## src/sv/mapi_pkg.sv

```systemverilog
// types and constants shared by the pose interpolator modules
// no dependencies
`default_nettype none

package mapi_pkg;

  localparam int NumJoints = 4;
  localparam int AngleW    = 16;
  localparam int IdxW      = 6;
  localparam int AccW      = AngleW + IdxW;

  localparam logic [AngleW-1:0] StepSizeReset = 16'd100;

  typedef enum logic [2:0] {
    FS_IDLE,
    FS_MAX,
    FS_COUNT,
    FS_DIV,
    FS_PUSH
  } front_state_e;

  // one planned motion handed from the front to the back
  typedef struct packed {
    logic [NumJoints-1:0][AngleW-1:0] start;
    logic [NumJoints-1:0][AngleW-1:0] change;
    logic [NumJoints-1:0]             dir;
    logic [IdxW-1:0]                  steps;
    logic [AngleW-1:0]                quot;
    logic [IdxW:0]                    rem2;
  } mapi_desc_t;

endpackage

`default_nettype wire

```

## src/sv/mapi_front.sv

```systemverilog
// front end: takes a request, finds joint changes, step count and per-step advance
// depends on mapi_pkg
`default_nettype none

module mapi_front
  import mapi_pkg::*;
#(
  parameter int MAX_STEPS = 63
) (
  input  wire logic                             clk_i,
  input  wire logic                             rst_ni,
  input  wire logic                             cfg_valid_i,
  output logic                                  cfg_ready_o,
  input  wire logic [AngleW-1:0]                cfg_step_size_i,
  input  wire logic                             in_valid_i,
  output logic                                  in_stall_o,
  input  wire logic [NumJoints-1:0][AngleW-1:0] start_i,
  input  wire logic [NumJoints-1:0][AngleW-1:0] end_i,
  output logic                                  desc_valid_o,
  input  wire logic                             desc_ready_i,
  output mapi_desc_t                            desc_o
);

  localparam logic [IdxW-1:0] MaxSteps = IdxW'(MAX_STEPS);
  localparam logic [3:0]      LastBit  = 4'(AngleW - 1);

  front_state_e state_q, state_d;

  logic [AngleW-1:0]                step_size_q;
  logic [NumJoints-1:0][AngleW-1:0] start_q;
  logic [NumJoints-1:0][AngleW-1:0] change_q;
  logic [NumJoints-1:0]             dir_q;
  logic [AngleW-1:0]                largest_q;
  logic [AccW-1:0]                  acc_q;
  logic [IdxW-1:0]                  cnt_q;
  logic [IdxW-1:0]                  steps_q;
  logic [AngleW-1:0]                dvd_q;
  logic [IdxW-1:0]                  rem_q;
  logic [3:0]                       bit_q;

  logic                             accept;
  logic [NumJoints-1:0][AngleW:0]   diff;
  logic [NumJoints-1:0][AngleW:0]   diff_neg;
  logic [AngleW-1:0]                largest;
  logic [AngleW-1:0]                divisor;
  logic                             count_more;
  logic [IdxW:0]                    trial;
  logic                             trial_ge;

  assign cfg_ready_o = 1'b1;
  assign accept      = in_valid_i && !in_stall_o;

  always_comb begin
    for (int j = 0; j < NumJoints; j++) begin
      diff[j]     = {end_i[j][AngleW-1], end_i[j]} - {start_i[j][AngleW-1], start_i[j]};
      diff_neg[j] = (AngleW+1)'(0) - diff[j];
    end
  end

  always_comb begin
    largest = change_q[0];
    for (int j = 1; j < NumJoints; j++) begin
      if (change_q[j] > largest) begin
        largest = change_q[j];
      end
    end
  end

  assign divisor    = (step_size_q == '0) ? AngleW'(1) : step_size_q;
  assign count_more = (acc_q < {{IdxW{1'b0}}, largest_q}) && (cnt_q < MaxSteps);
  assign trial      = {rem_q, dvd_q[AngleW-1]};
  assign trial_ge   = trial >= {1'b0, steps_q};

  // next state
  always_comb begin
    state_d = state_q;
    case (state_q)
      FS_IDLE:  if (accept) state_d = FS_MAX;
      FS_MAX:   state_d = FS_COUNT;
      FS_COUNT: if (!count_more) state_d = FS_DIV;
      FS_DIV:   if (bit_q == LastBit) state_d = FS_PUSH;
      FS_PUSH:  if (desc_ready_i) state_d = FS_IDLE;
      default:  state_d = FS_IDLE;
    endcase
  end

  // outputs
  always_comb begin
    in_stall_o   = 1'b1;
    desc_valid_o = 1'b0;
    case (state_q)
      FS_IDLE: in_stall_o   = 1'b0;
      FS_PUSH: desc_valid_o = 1'b1;
      default: begin
        in_stall_o   = 1'b1;
        desc_valid_o = 1'b0;
      end
    endcase
  end

  always_comb begin
    desc_o.start  = start_q;
    desc_o.change = change_q;
    desc_o.dir    = dir_q;
    desc_o.steps  = steps_q;
    desc_o.quot   = dvd_q;
    desc_o.rem2   = {rem_q, 1'b0};
  end

  always_ff @(posedge clk_i or negedge rst_ni) begin
    if (!rst_ni) begin
      state_q     <= FS_IDLE;
      step_size_q <= StepSizeReset;
    end else begin
      state_q <= state_d;
      if (cfg_valid_i && cfg_ready_o) begin
        step_size_q <= cfg_step_size_i;
      end
    end
  end

  always_ff @(posedge clk_i) begin
    case (state_q)
      FS_IDLE: begin
        if (accept) begin
          for (int j = 0; j < NumJoints; j++) begin
            start_q[j]  <= start_i[j];
            dir_q[j]    <= diff[j][AngleW];
            change_q[j] <= diff[j][AngleW] ? diff_neg[j][AngleW-1:0] : diff[j][AngleW-1:0];
          end
        end
      end
      FS_MAX: begin
        largest_q <= largest;
        acc_q     <= '0;
        cnt_q     <= '0;
      end
      FS_COUNT: begin
        if (count_more) begin
          acc_q <= acc_q + {{IdxW{1'b0}}, divisor};
          cnt_q <= cnt_q + IdxW'(1);
        end else begin
          steps_q <= (cnt_q == '0) ? IdxW'(1) : cnt_q;
          dvd_q   <= largest_q;
          rem_q   <= '0;
          bit_q   <= '0;
        end
      end
      FS_DIV: begin
        rem_q <= trial_ge ? IdxW'(trial - {1'b0, steps_q}) : trial[IdxW-1:0];
        dvd_q <= {dvd_q[AngleW-2:0], trial_ge};
        bit_q <= bit_q + 4'd1;
      end
      default: begin
      end
    endcase
  end

endmodule

`default_nettype wire

```

## src/sv/mapi_queue.sv

```systemverilog
// two-entry queue of planned motions between front and back
// depends on mapi_pkg
`default_nettype none

module mapi_queue
  import mapi_pkg::*;
(
  input  wire logic        clk_i,
  input  wire logic        rst_ni,
  input  wire logic        wr_valid_i,
  output logic             wr_ready_o,
  input  wire mapi_desc_t  wr_data_i,
  output logic             rd_valid_o,
  input  wire logic        rd_ready_i,
  output mapi_desc_t       rd_data_o
);

  mapi_desc_t mem_q [2];
  logic       wr_ptr_q;
  logic       rd_ptr_q;
  logic [1:0] count_q;
  logic       push;
  logic       pop;

  assign wr_ready_o = count_q != 2'd2;
  assign rd_valid_o = count_q != 2'd0;
  assign rd_data_o  = mem_q[rd_ptr_q];
  assign push       = wr_valid_i && wr_ready_o;
  assign pop        = rd_valid_o && rd_ready_i;

  always_ff @(posedge clk_i) begin
    if (push) begin
      mem_q[wr_ptr_q] <= wr_data_i;
    end
  end

  always_ff @(posedge clk_i or negedge rst_ni) begin
    if (!rst_ni) begin
      wr_ptr_q <= 1'b0;
      rd_ptr_q <= 1'b0;
      count_q  <= 2'd0;
    end else begin
      if (push) wr_ptr_q <= !wr_ptr_q;
      if (pop) rd_ptr_q <= !rd_ptr_q;
      if (push && !pop) begin
        count_q <= count_q + 2'd1;
      end else if (pop && !push) begin
        count_q <= count_q - 2'd1;
      end
    end
  end

endmodule

`default_nettype wire

```

## src/sv/mapi_back.sv

```systemverilog
// back end: walks one planned motion and emits a pose per cycle while the output is not stalled
// depends on mapi_pkg
`default_nettype none

module mapi_back
  import mapi_pkg::*;
(
  input  wire logic                             clk_i,
  input  wire logic                             rst_ni,
  input  wire logic                             desc_valid_i,
  output logic                                  desc_ready_o,
  input  wire mapi_desc_t                       desc_i,
  output logic                                  out_valid_o,
  input  wire logic                             out_stall_i,
  output logic [NumJoints-1:0][AngleW-1:0]      pose_o,
  output logic [IdxW-1:0]                       pose_index_o,
  output logic                                  last_pose_o
);

  mapi_desc_t                       desc_q;
  logic                             active_q;
  logic [IdxW-1:0]                  idx_q;
  logic [AngleW-1:0]                adv_q;
  logic [IdxW:0]                    rem_q;
  logic                             out_valid_q;
  logic [NumJoints-1:0][AngleW-1:0] pose_q;
  logic [IdxW-1:0]                  index_q;
  logic                             last_q;

  logic                             load_out;
  logic                             is_last;
  logic [IdxW:0]                    two_steps;
  logic [IdxW+1:0]                  rem_sum;
  logic                             rem_wrap;
  logic [NumJoints-1:0][AngleW-1:0] off;
  logic [NumJoints-1:0][AngleW-1:0] pose;

  assign desc_ready_o = !active_q;
  assign load_out     = active_q && (!out_valid_q || !out_stall_i);
  assign is_last      = idx_q == desc_q.steps;
  assign two_steps    = {desc_q.steps, 1'b0};
  assign rem_sum      = {1'b0, rem_q} + {1'b0, desc_q.rem2};
  assign rem_wrap     = rem_sum >= {1'b0, two_steps};

  always_comb begin
    for (int j = 0; j < NumJoints; j++) begin
      off[j]  = (adv_q < desc_q.change[j]) ? adv_q : desc_q.change[j];
      pose[j] = desc_q.dir[j] ? desc_q.start[j] - off[j] : desc_q.start[j] + off[j];
    end
  end

  assign out_valid_o  = out_valid_q;
  assign pose_o       = pose_q;
  assign pose_index_o = index_q;
  assign last_pose_o  = last_q;

  always_ff @(posedge clk_i or negedge rst_ni) begin
    if (!rst_ni) begin
      active_q    <= 1'b0;
      out_valid_q <= 1'b0;
    end else begin
      if (load_out) begin
        out_valid_q <= 1'b1;
      end else if (!out_stall_i) begin
        out_valid_q <= 1'b0;
      end
      if (!active_q) begin
        active_q <= desc_valid_i;
      end else if (load_out && is_last) begin
        active_q <= 1'b0;
      end
    end
  end

  // running quotient and remainder of (2*i*largest + steps) / (2*steps)
  always_ff @(posedge clk_i) begin
    if (!active_q) begin
      if (desc_valid_i) begin
        desc_q <= desc_i;
        idx_q  <= '0;
        adv_q  <= '0;
        rem_q  <= {1'b0, desc_i.steps};
      end
    end else if (load_out) begin
      idx_q <= idx_q + IdxW'(1);
      if (rem_wrap) begin
        rem_q <= (IdxW+1)'(rem_sum - {1'b0, two_steps});
        adv_q <= adv_q + desc_q.quot + AngleW'(1);
      end else begin
        rem_q <= rem_sum[IdxW:0];
        adv_q <= adv_q + desc_q.quot;
      end
    end
  end

  always_ff @(posedge clk_i) begin
    if (load_out) begin
      pose_q  <= pose;
      index_q <= idx_q;
      last_q  <= is_last;
    end
  end

endmodule

`default_nettype wire

```

## src/sv/multi_axis_pose_interpolator.sv

```systemverilog
// top level of the multi-axis pose interpolator: front, queue and back
// depends on mapi_pkg, mapi_front, mapi_queue, mapi_back
`default_nettype none

// Each request carries a start and an end pose of four joints in signed
// centidegrees and yields steps+1 poses, steps being ceil(largest change /
// step_size), at least 1 and at most MAX_STEPS. The front end holds the input
// stalled while it plans a request: it takes the request, finds the largest
// change, counts steps in a repeated-add step counter, divides in a bit-serial
// divider and hands the plan to a two-entry queue, waiting while the queue is
// full. The back end loads a plan and then emits one pose per cycle while the
// output is not stalled, and overlaps with the planning of the next request.
// step_size resets to 100; a value of zero acts as one.

module multi_axis_pose_interpolator
  import mapi_pkg::*;
#(
  parameter int MAX_STEPS = 63
) (
  input  wire logic               clk_i,
  input  wire logic               rst_ni,
  input  wire logic               cfg_valid_i,
  output logic                    cfg_ready_o,
  input  wire logic [15:0]        cfg_step_size_i,
  input  wire logic               in_valid_i,
  output logic                    in_stall_o,
  input  wire logic signed [15:0] start_joint1_i,
  input  wire logic signed [15:0] start_joint2_i,
  input  wire logic signed [15:0] start_joint3_i,
  input  wire logic signed [15:0] start_joint4_i,
  input  wire logic signed [15:0] end_joint1_i,
  input  wire logic signed [15:0] end_joint2_i,
  input  wire logic signed [15:0] end_joint3_i,
  input  wire logic signed [15:0] end_joint4_i,
  output logic                    out_valid_o,
  input  wire logic               out_stall_i,
  output logic signed [15:0]      pose_joint1_o,
  output logic signed [15:0]      pose_joint2_o,
  output logic signed [15:0]      pose_joint3_o,
  output logic signed [15:0]      pose_joint4_o,
  output logic [5:0]              pose_index_o,
  output logic                    last_pose_o
);

  logic [NumJoints-1:0][AngleW-1:0] start_pose;
  logic [NumJoints-1:0][AngleW-1:0] end_pose;
  logic [NumJoints-1:0][AngleW-1:0] pose;

  logic       front_valid;
  logic       front_ready;
  mapi_desc_t front_desc;
  logic       back_valid;
  logic       back_ready;
  mapi_desc_t back_desc;

  assign start_pose = {start_joint4_i, start_joint3_i, start_joint2_i, start_joint1_i};
  assign end_pose   = {end_joint4_i, end_joint3_i, end_joint2_i, end_joint1_i};

  assign pose_joint1_o = pose[0];
  assign pose_joint2_o = pose[1];
  assign pose_joint3_o = pose[2];
  assign pose_joint4_o = pose[3];

  mapi_front #(
    .MAX_STEPS(MAX_STEPS)
  ) u_front (
    .clk_i          (clk_i),
    .rst_ni         (rst_ni),
    .cfg_valid_i    (cfg_valid_i),
    .cfg_ready_o    (cfg_ready_o),
    .cfg_step_size_i(cfg_step_size_i),
    .in_valid_i     (in_valid_i),
    .in_stall_o     (in_stall_o),
    .start_i        (start_pose),
    .end_i          (end_pose),
    .desc_valid_o   (front_valid),
    .desc_ready_i   (front_ready),
    .desc_o         (front_desc)
  );

  mapi_queue u_queue (
    .clk_i     (clk_i),
    .rst_ni    (rst_ni),
    .wr_valid_i(front_valid),
    .wr_ready_o(front_ready),
    .wr_data_i (front_desc),
    .rd_valid_o(back_valid),
    .rd_ready_i(back_ready),
    .rd_data_o (back_desc)
  );

  mapi_back u_back (
    .clk_i       (clk_i),
    .rst_ni      (rst_ni),
    .desc_valid_i(back_valid),
    .desc_ready_o(back_ready),
    .desc_i      (back_desc),
    .out_valid_o (out_valid_o),
    .out_stall_i (out_stall_i),
    .pose_o      (pose),
    .pose_index_o(pose_index_o),
    .last_pose_o (last_pose_o)
  );

endmodule

`default_nettype wire

```

## config.mk

```make
export PLATFORM = sky130hd
export DESIGN_NAME = multi_axis_pose_interpolator
export DESIGN_NICKNAME = d
export VERILOG_FILES = /design/src/sv/mapi_pkg.sv /design/src/sv/mapi_front.sv /design/src/sv/mapi_queue.sv /design/src/sv/mapi_back.sv /design/src/sv/multi_axis_pose_interpolator.sv
export SDC_FILE = /design/constraint.sdc
export NUM_CORES = 1
export LEC_CHECK = 0
export ABC_AREA = 0
export BUFFER_PORTS_ARGS = -buffer_cell sky130_fd_sc_hd__buf_4
export CORE_AREA = 2 2 292 294
export DETAILED_ROUTE_END_ITERATION = 16
export DIE_AREA = 0 0 294 296
export PLACE_DENSITY = 0.69
export SYNTH_ARGS = -nofsm -noshare
export SYNTH_HDL_FRONTEND = slang
export SYNTH_SLANG_ARGS = --single-unit
```

## constraint.sdc

```tcl
create_clock -name clk_i -period 12.57 [get_ports clk_i]
set_input_delay 2.514 -clock clk_i [delete_from_list [all_inputs] [get_ports clk_i]]
set_output_delay 2.514 -clock clk_i [all_outputs]
set_load 0.05 [all_outputs]
```

Word-level counts from Yosys, hierarchy flattened
Memories as Yosys holds them, arrays and structs flattened.
Cells that the tools add are included.

storage, ports and cells
  register bits = 494
  bits in writable memories = 320
  input bits = 149
  output and inout port bits = 74
  memories kept = 1

cells by class
  add/sub/neg operators = 27
  order comparisons = 11
  eq/ne operators = 14
  multiplexer cells = 53
  bitwise operators = 2
  reduce and logical (&&, ||, !) cells = 31

memories
  name           depth  width  rd ports  clocked after Yosys merged registers in  wr ports  RTL line          RTL
  u_queue.mem_q  2      160    1         0                                        1         mapi_queue.sv:18  mapi_desc_t mem_q [2];

operator list
  cell                     count
  $mux W16                 21
  $add A16 B16 Y16         5
  $sub A16 B16 Y17         4
  $lt A16 B16 Y1           4
  $sub A1 B16 Y16 const A  4
  $sub A16 B16 Y16         4
  $gt A16 B16 Y1           3
  $pmux W22 S2             1
  $mux W6                  6
  $pmux W16 S2             1
  $mux W7                  4
  $pmux W6 S2              2
  $add A22 B16 Y22         1
  $lt A22 B16 Y1           1
  $mux W22                 1
  $add A16 B1 Y16 const B  1
  $logic_not A16 Y1        1
  $pmux W3 S5              1
  $add A6 B1 Y6 const B    2
  $mux W3                  4
  $reduce_and A2 Y1        6
  $ne A2 B1 Y1 const B     5
  $reduce_bool A2 Y1       5
  $add A7 B7 Y8            1
  25 further kinds         50

Longest topological paths before layout
Gate-level depths: netlist (run 1).

  word-level depth = 7
  gate-level depth with buffers = 32
  gate-level depth less buffers = 29

Cells and area by module
From an unflattened synthesis (run 1), not the netlist that was laid out.

second synthesis, totals
  cells, all modules = 3451
  area total of the unflattened synthesis = 44008.5 um2

by module, submodules not included
  module      times used  cells an instance  area each (um2)
  mapi_back   1           1455               16258.1
  mapi_front  1           1477               15621.2
  mapi_queue  1           519                12129.1

Worst setup path after synthesis (run 1)
No wires, ideal clock.

  path type = input port to flip-flop
  from = input in_valid_i
  to = register u_front.start_q (netlist bit u_front.desc_o[100]), enable pin
  library setup time = 0.627 ns
  data arrival time = 8.018 ns
  required time = 11.943 ns
  setup slack = 3.925 ns
  cell stages on the path = 2
  buffers on the path = 0
  cells stage by stage = inv_1 nor2_1

between the ends
  word-level cells in the longest chain between the ends = 2

ends and longest elaborated chain
  element                             RTL line                            RTL
  from (decl)                         multi_axis_pose_interpolator.sv:25  input wire logic in_valid_i,
  $logic_and A1 B1 Y1                 mapi_front.sv:51                    assign accept = in_valid_i && !in_stall_o;
  $reduce_and A2 Y1 (no source line)  --
  to (signal, indexed assignment)     mapi_front.sv:127                   start_q[j] <= start_i[j];
  to (decl)                           mapi_front.sv:30                    logic [NumJoints-1:0][AngleW-1:0] start_q;

No other way between the ends.
A chain may end at the register's enable or synchronous reset.

Final worst setup path (run 1)
  from = register u_front.change_q (netlist bit u_front.desc_o[48])
  to = register u_front.largest_q[6], data pin

between the ends
  word-level cells in the longest chain between the ends = 6

ends and longest elaborated chain
  element                            RTL line           RTL
  from (decl)                        mapi_front.sv:31   logic [NumJoints-1:0][AngleW-1:0] change_q;
  from (signal, indexed assignment)  mapi_front.sv:129  change_q[j] <= diff[j][AngleW] ? diff_neg[j][AngleW-1:0] : diff[j][AngleW-1:0];
  $gt A16 B16 Y1                     mapi_front.sv:63   if (change_q[j] > largest) begin
  $mux W16 *                         mapi_front.sv:63
  $gt A16 B16 Y1                     mapi_front.sv:63
  $mux W16 *                         mapi_front.sv:63
  $gt A16 B16 Y1                     mapi_front.sv:63
  $mux W16 *                         mapi_front.sv:63
  named net u_front.largest[6]       mapi_front.sv:44   logic [AngleW-1:0] largest;
  to (signal assigned)               mapi_front.sv:134  largest_q <= largest;
  to (decl)                          mapi_front.sv:33   logic [AngleW-1:0] largest_q;

The timed path passes the listed nets; every way through them passes the cells marked *.

==> metrics.yaml, run 1 <==
synth-seq-cells: 813
ctsHoldBuffers: 0
max_stage_delay_ps: 680
grt.overflow.total: 0
ios: 223
cts_resized: 0
finClkSkew_ps: 22.02
status: "complete, no violations"
fin_tns_setup_ps: 0
numPortBuffers: 221
p_per_area_mw_per_mm2: 223.4
grt_max_degree: 71
final_hold_viol_count: 0
avgSynthCellArea_sq_um: 12.41
ys_types: 85
start_util_pct: 51.43
synth_edf_count: 788
finalNetCount: 4216
ys_seq_area_share_pct: 56.09
yosys.cell_count.top_type: "edfxtp_1"
yosys.area.top_type: "edfxtp_1"
grt_pass1_wl_mm: 154.0
critPathLaunchType: "flop"
routed_wl_mm: 100.6
cts_setup_buffers: 0
crit_fanout: 17
synth_flop_cell: "edfxtp_1"
synth_top_area_share_pct: 54.64
track_usage_pct: 23.13
clockRootBuffer: "clkbuf_16"
die-area_sq_mm: 0.08702
wl_per_cell_microns: 20.52
cts_tree: "built"
num_rows: 107
hold_path_class: "reg2reg"
die_h_microns: 296
cts.clk_slew.worst_paths_ps: 60
tightestPinTransition_ps: 1067
fmax_mhz: 133.9
ant_nets: 0
critPathRequiredTime_ps: 12940
clockBufferDepth: 3
max_slew_margin_pct: 26.84
crit_type: "reg2reg"
ys_top_cells_by_area: "edfxtp_1 (55%), ha_1 (9.0%), mux2_2 (5.5%)"
hpwl_mm: 72.98
setup_viol: 0
num-fill-cells: 6719
end_kind: "flop"
arrival_ps: 7840
maxCapViolCount: 0
die_w_microns: 294
drive_gt1_share_pct: 17.46
worst_ir_drop_vdd_v: 0.0001177
vias: 27750
synth_nets: 3962
detailedRoute.firstPassIterationCount: 7
rsz0062_at_grt: "no"
synth_common_cells: "edfxtp_1 (788), ha_1 (310), inv_1 (289), a21oi_1 (224), mux2_2 (212)"
synthCells: 3490
cts_sinks: 813
yosys_warnings: 0
antenna_found_initial: 3
final.min_clock_period_ps: 7470
cts_inserted_buffers: 86
grt_pass1_vias: 26882
htree_levels: 3
synth_area_sq_mm: 0.04331
fin_crit_sh_pct: 59.43
core_area_sq_mm: 0.08421
antenna_cells: 0
slowest_stage: "and2_0"
vias_per_cell: 5.657
p_leak_nw: 19.18
maxSlewViolCount: 0
synthArstFlopShare_pct: 3.075
finalPower_mw: 11.01
clk_latency_ps: 640
syn_to_final_growth_pct: 13.75
place.gp.congestion: 0.8917
drc: 0
drt_iter0_drc: 1996
-- critical path: cells and delay by family (launching register included) --
family                   cells  cell delay, ps
AO/OA/AOI/OAI               12            2320
adder cells (fa/ha/maj)      3             990
buffers and inverters        4             730
flip-flops                   1             390
multiplexers                 2             630
AND/OR/NAND/NOR              8            2120
-- layout make-up --
cell class	count	area, sq um	area share, %
Clock buffer	104	2315	4.699
Clock inverter	55	594.3	1.206
Inverter	290	1094	2.220
Multi-Input combinational cell	2284	17580	35.69
Sequential cell	813	24300	49.32
Tap cell	1090	1364	2.768
Timing Repair Buffer	269	2019	4.099
-- flip-flops by register name, summed over array words and instances (netlist names), 6 cells and up --
name                 cells
u_queue.mem_q          320
u_back.desc_q          160
u_front.desc_o         128
u_back.pose_o           64
u_front.acc_q           22
u_back.adv_q            16
u_front.dvd_q           16
u_front.largest_q       16
u_front.step_size_q     16
u_back.rem_q             7
u_back.idx_q             6
u_back.pose_index_o      6
u_front.cnt_q            6
u_front.rem_q            6
u_front.steps_q          6
-- through the flow --
step | utilization (%) | worst slack (ps) | hold WS [ps] | area (sq um) | instances
final | 58.50 | 5100 | 434.5 | 49260 | 4905
after global routing | 58.50 | 4494 | 449.1 | 49260 | 4905
after CTS | 58.50 | 5108 | 440.1 | 49260 | 4905
after detailed placement | 55.05 | 5163 | 429.0 | 46350 | 4746
after global placement | 55.05 | 5237 | 422.4 | 46350 | 4746
after floorplan | - | 3925 | 421.5 | 43310 | 3490
-- report_power, final --
| group | switching, mW | internal (mW) | leakage [nW] |
|---|---|---|---|
| combinational | 2.81 | 1.84 | 10.3 |
| clock | 1.04 | 1.54 | 1.40 |
| sequential | 0.214 | 3.56 | 7.50 |
-- cell families after synthesis --
kind of cell	synth area share (%)
AOI/OAI and AO/OA	10.36
xor gates and xnor gates	5.876
adders and majority gates	9.557
buffers and inverters	3.432
DFF	56.09
muxes	6.437
other	0.008659
and+or+nand+nor	8.237
-- metal layers --
layer  part of all wire [%]  wire, microns  global-route usage [%]
met2                     48          48560                   38.84
met3                    5.1           5136                   3.058
met5                      0              0                       0
met1                     44          44190                   31.23
met4                    2.7           2743                   7.479
-- worst paths after layout --
path | start | endpoint | slack (ps) | cells past startpoint
worst max register to register | u_front.desc_o[48] | u_front.largest_q[6] | 5100 | 29
worst max-delay path | u_front.desc_o[48] | u_front.largest_q[6] | 5100 | 29
min in group asynchronous | rst_ni | u_front.state_q[2] | 1810 | 1
worst min register to register | u_front.desc_o[110] | u_queue.mem_q[1][109] | 430 | 0
worst min-delay path | u_front.desc_o[110] | u_queue.mem_q[1][109] | 430 | 0
max in group asynchronous | rst_ni | u_front.step_size_q[6] | 10440 | 1
-- cell usage in the layout (no fill, tap or decap), drive strengths merged, types with 19 or more instances in the layout --
master and count:
o21a 35, o22ai 20, dfrtp 22, clkbuf 104, mux2 212, nand4 42, nor3 61, nor4 22
o31ai 23, nand2 148, xor2 109, nand2b 31, nor2b 35, and3 20, a31oi 30, nor2 210
nand3 49, edfxtp 788, clkinv 31, or2 19, a211oi 19, mux2i 40, a21oi 224, o21ai 127
ha 310, and2 25, inv 294, a21o 78, xnor2 179, buf 269, o21bai 21, or3 24
Power figures use the tool's default switching activity.
==> run 2: changes to the inputs <==
--- a/config.mk
+++ b/config.mk
@@ -10,7 +10,7 @@
 export CORE_AREA = 2 2 292 294
 export DETAILED_ROUTE_END_ITERATION = 16
 export DIE_AREA = 0 0 294 296
-export PLACE_DENSITY = 0.69
+export PLACE_DENSITY = 0.72
 export SYNTH_ARGS = -nofsm -noshare
 export SYNTH_HDL_FRONTEND = slang
 export SYNTH_SLANG_ARGS = --single-unit
==> constraint.sdc (replaced) <==
create_clock -name clk_i -period 6.79 [get_ports clk_i]
set_input_delay 1.358 -clock clk_i [delete_from_list [all_inputs] [get_ports clk_i]]
set_output_delay 1.358 -clock clk_i [all_outputs]
set_load 0.05 [all_outputs]
==> run 2 against run 1 <==
Compared with the run above: fmax increased by 17%; sequential power increased by 92%; worst hold slack improved by 6.9 ps; clock-buffer cell count increased by 2; total power increased by 86%; register-to-register slack got worse by 4700 ps; critical endpoint is now u_front.largest_q[5]; largest cell class unchanged; highest routed layer is now met5.
==> metrics.yaml, run 2 (synthesis results as in run 1) <==
status: "complete, no violations"
die_w_microns: 294  # unchanged
clk_latency_ps: 650  # about the same
grt.overflow.total: 0  # unchanged
place.gp.congestion: 0.9489  # +6.4%
core_area_sq_mm: 0.08421  # unchanged
cts_tree: "built"
drc: 0  # unchanged
tightestPinTransition_ps: 1163  # +96.44 ps
cts_resized: 0  # unchanged
max_stage_delay_ps: 450  # -230 ps
layout_common_cells: "edfxtp_1 (788), ha_1 (310), inv_1 (288)"
top_register: "u_queue.mem_q"
ant_nets: 0  # unchanged
vias: 28121  # +1.3%
slowest_stage: "a2111oi_4"
max_slew_margin_pct: 22.44  # -4.4 points
syn_to_final_growth_pct: 14.13
fin_tns_setup_ps: 0  # unchanged
finalNetCount: 4225  # +0.21%
drive_gt1_share_pct: 17.79  # +0.34 points
vias_per_cell: 5.719  # +1.1%
wl_per_cell_microns: 20.74  # +1.1%
clockBufferDepth: 3  # unchanged
final.min_clock_period_ps: 6404  # -1066 ps
ctsHoldBuffers: 0  # unchanged
mostFrequentLayoutCell: "edfxtp_1"
r2r_slack_ps: 390  # -4710 ps
rsz0062_at_grt: "no"
crit_fanout: 16  # -1
design_area_sq_mm: 0.04943  # +0.34%
largest_reg_flops: 320  # unchanged
start_util_pct: 51.43  # unchanged
end_kind: "flop"
placed_area_sq_mm: 0.04648  # +0.28%
numPortBuffers: 221  # unchanged
post-place-ws_ps: 297.0  # -4866 ps
grt_pass1_wl_mm: 154.9  # +0.54%
crit_type: "reg2reg"
num-fill-cells: 6681  # -0.57%
final_hold_viol_count: 0  # unchanged
clockRootBuffer: "clkbuf_16"
cts_inserted_buffers: 87  # +1.2%
setup_viol: 0  # unchanged
worst_ir_drop_vdd_v: 0.0002534  # +120%
routed_wl_mm: 102.0  # +1.4%
hold_path_class: "reg2reg"
arrival_ps: 6800  # -1040 ps
drt_iter0_drc: 2055  # +3.0%
p_per_area_mw_per_mm2: 413.7  # +85%
worst_slack_ps: 385.6  # -4714 ps
cts_setup_buffers: 0  # unchanged
fin_crit_sh_pct: 94.32  # +35 points
holdWs_ps: 441.4  # +6.946 ps
antenna_found_initial: 7  # +4
maxCapViolCount: 0  # unchanged
track_usage_pct: 23.25  # +0.13 points
cts_sinks: 813  # unchanged
detailedRoute.firstPassIterationCount: 6  # -1
die_h_microns: 296  # unchanged
antenna_cells: 0  # unchanged
finClkSkew_ps: 19.09  # -2.932 ps
fmax_mhz: 156.1  # +17%
htree_levels: 3  # unchanged
die-area_sq_mm: 0.08702  # unchanged
ios: 223  # unchanged
maxSlewViolCount: 0  # unchanged
grt_pass1_vias: 27136  # +0.94%
hpwl_mm: 73.07  # +0.12%
critPathRequiredTime_ps: 7180  # -5760 ps
cts.clk_slew.worst_paths_ps: 60  # about the same
num_rows: 107  # unchanged
p_leak_nw: 19.24  # +0.34%
grt_max_degree: 157  # +120%
critPathLaunchType: "flop"
==> run 2: per-stage QoR <==
stage / instances / total power [mW] / util, %
after floorplan: 3490 / 13.22 / -
after global placement: 4754 / 15.58 / 55.20
after detailed placement: 4754 / 15.70 / 55.20
after CTS: 4917 / 20.55 / 58.66
after global routing: 4917 / 21.57 / 58.70
final: 4917 / 20.45 / 58.70
==> run 2: layout make-up <==
type                    count  area [sq um]  area share [%]
flip-flops and latches    813         24300           49.15
multi-input cells        2284         17620           35.64
clock buffers             106          2280           4.612
repair buffers            277          2146           4.341
well taps                1090          1364           2.759
inverters                 290          1094           2.212
clock inverters            57         634.4           1.283
==> run 2: path summary, 6_finish.rpt <==
check,startpoint,to,depth (start not counted)
worst max-delay path,u_front.desc_o[42],u_front.largest_q[5],31
worst min-delay path,u_front.dir_q[3],u_queue.mem_q[0][31],0
worst max register to register,u_front.desc_o[42],u_front.largest_q[5],31
worst min register to register,u_front.dir_q[3],u_queue.mem_q[0][31],0
max in group asynchronous,rst_ni,u_front.step_size_q[6],1
min in group asynchronous,rst_ni,u_back.out_valid_o,1
==> run 2: routing by layer <==
metal,global-route usage (%),vias up,wire length (microns)
met5,0,-,37
met4,8.051,4,2983
met3,2.900,178,5206
met2,39.84,736,49910
met1,30.63,13754,43870
li1,-,13449,-
==> run 2: critical path: cells and delay by family, from the launching register on <==
family	cells	cell delay (ps)
AO/OA/AOI/OAI	17	2990
AND/OR/NAND/NOR	5	510
flip-flops	1	440
adder cells (fa/ha/maj)	3	850
multiplexers	2	650
buffers and inverters	4	690
==> run 2: power by group <==
part           internal (mW)  switching (mW)
clock network           2.81            1.99
registers               6.59           0.640
logic                   3.42            5.00
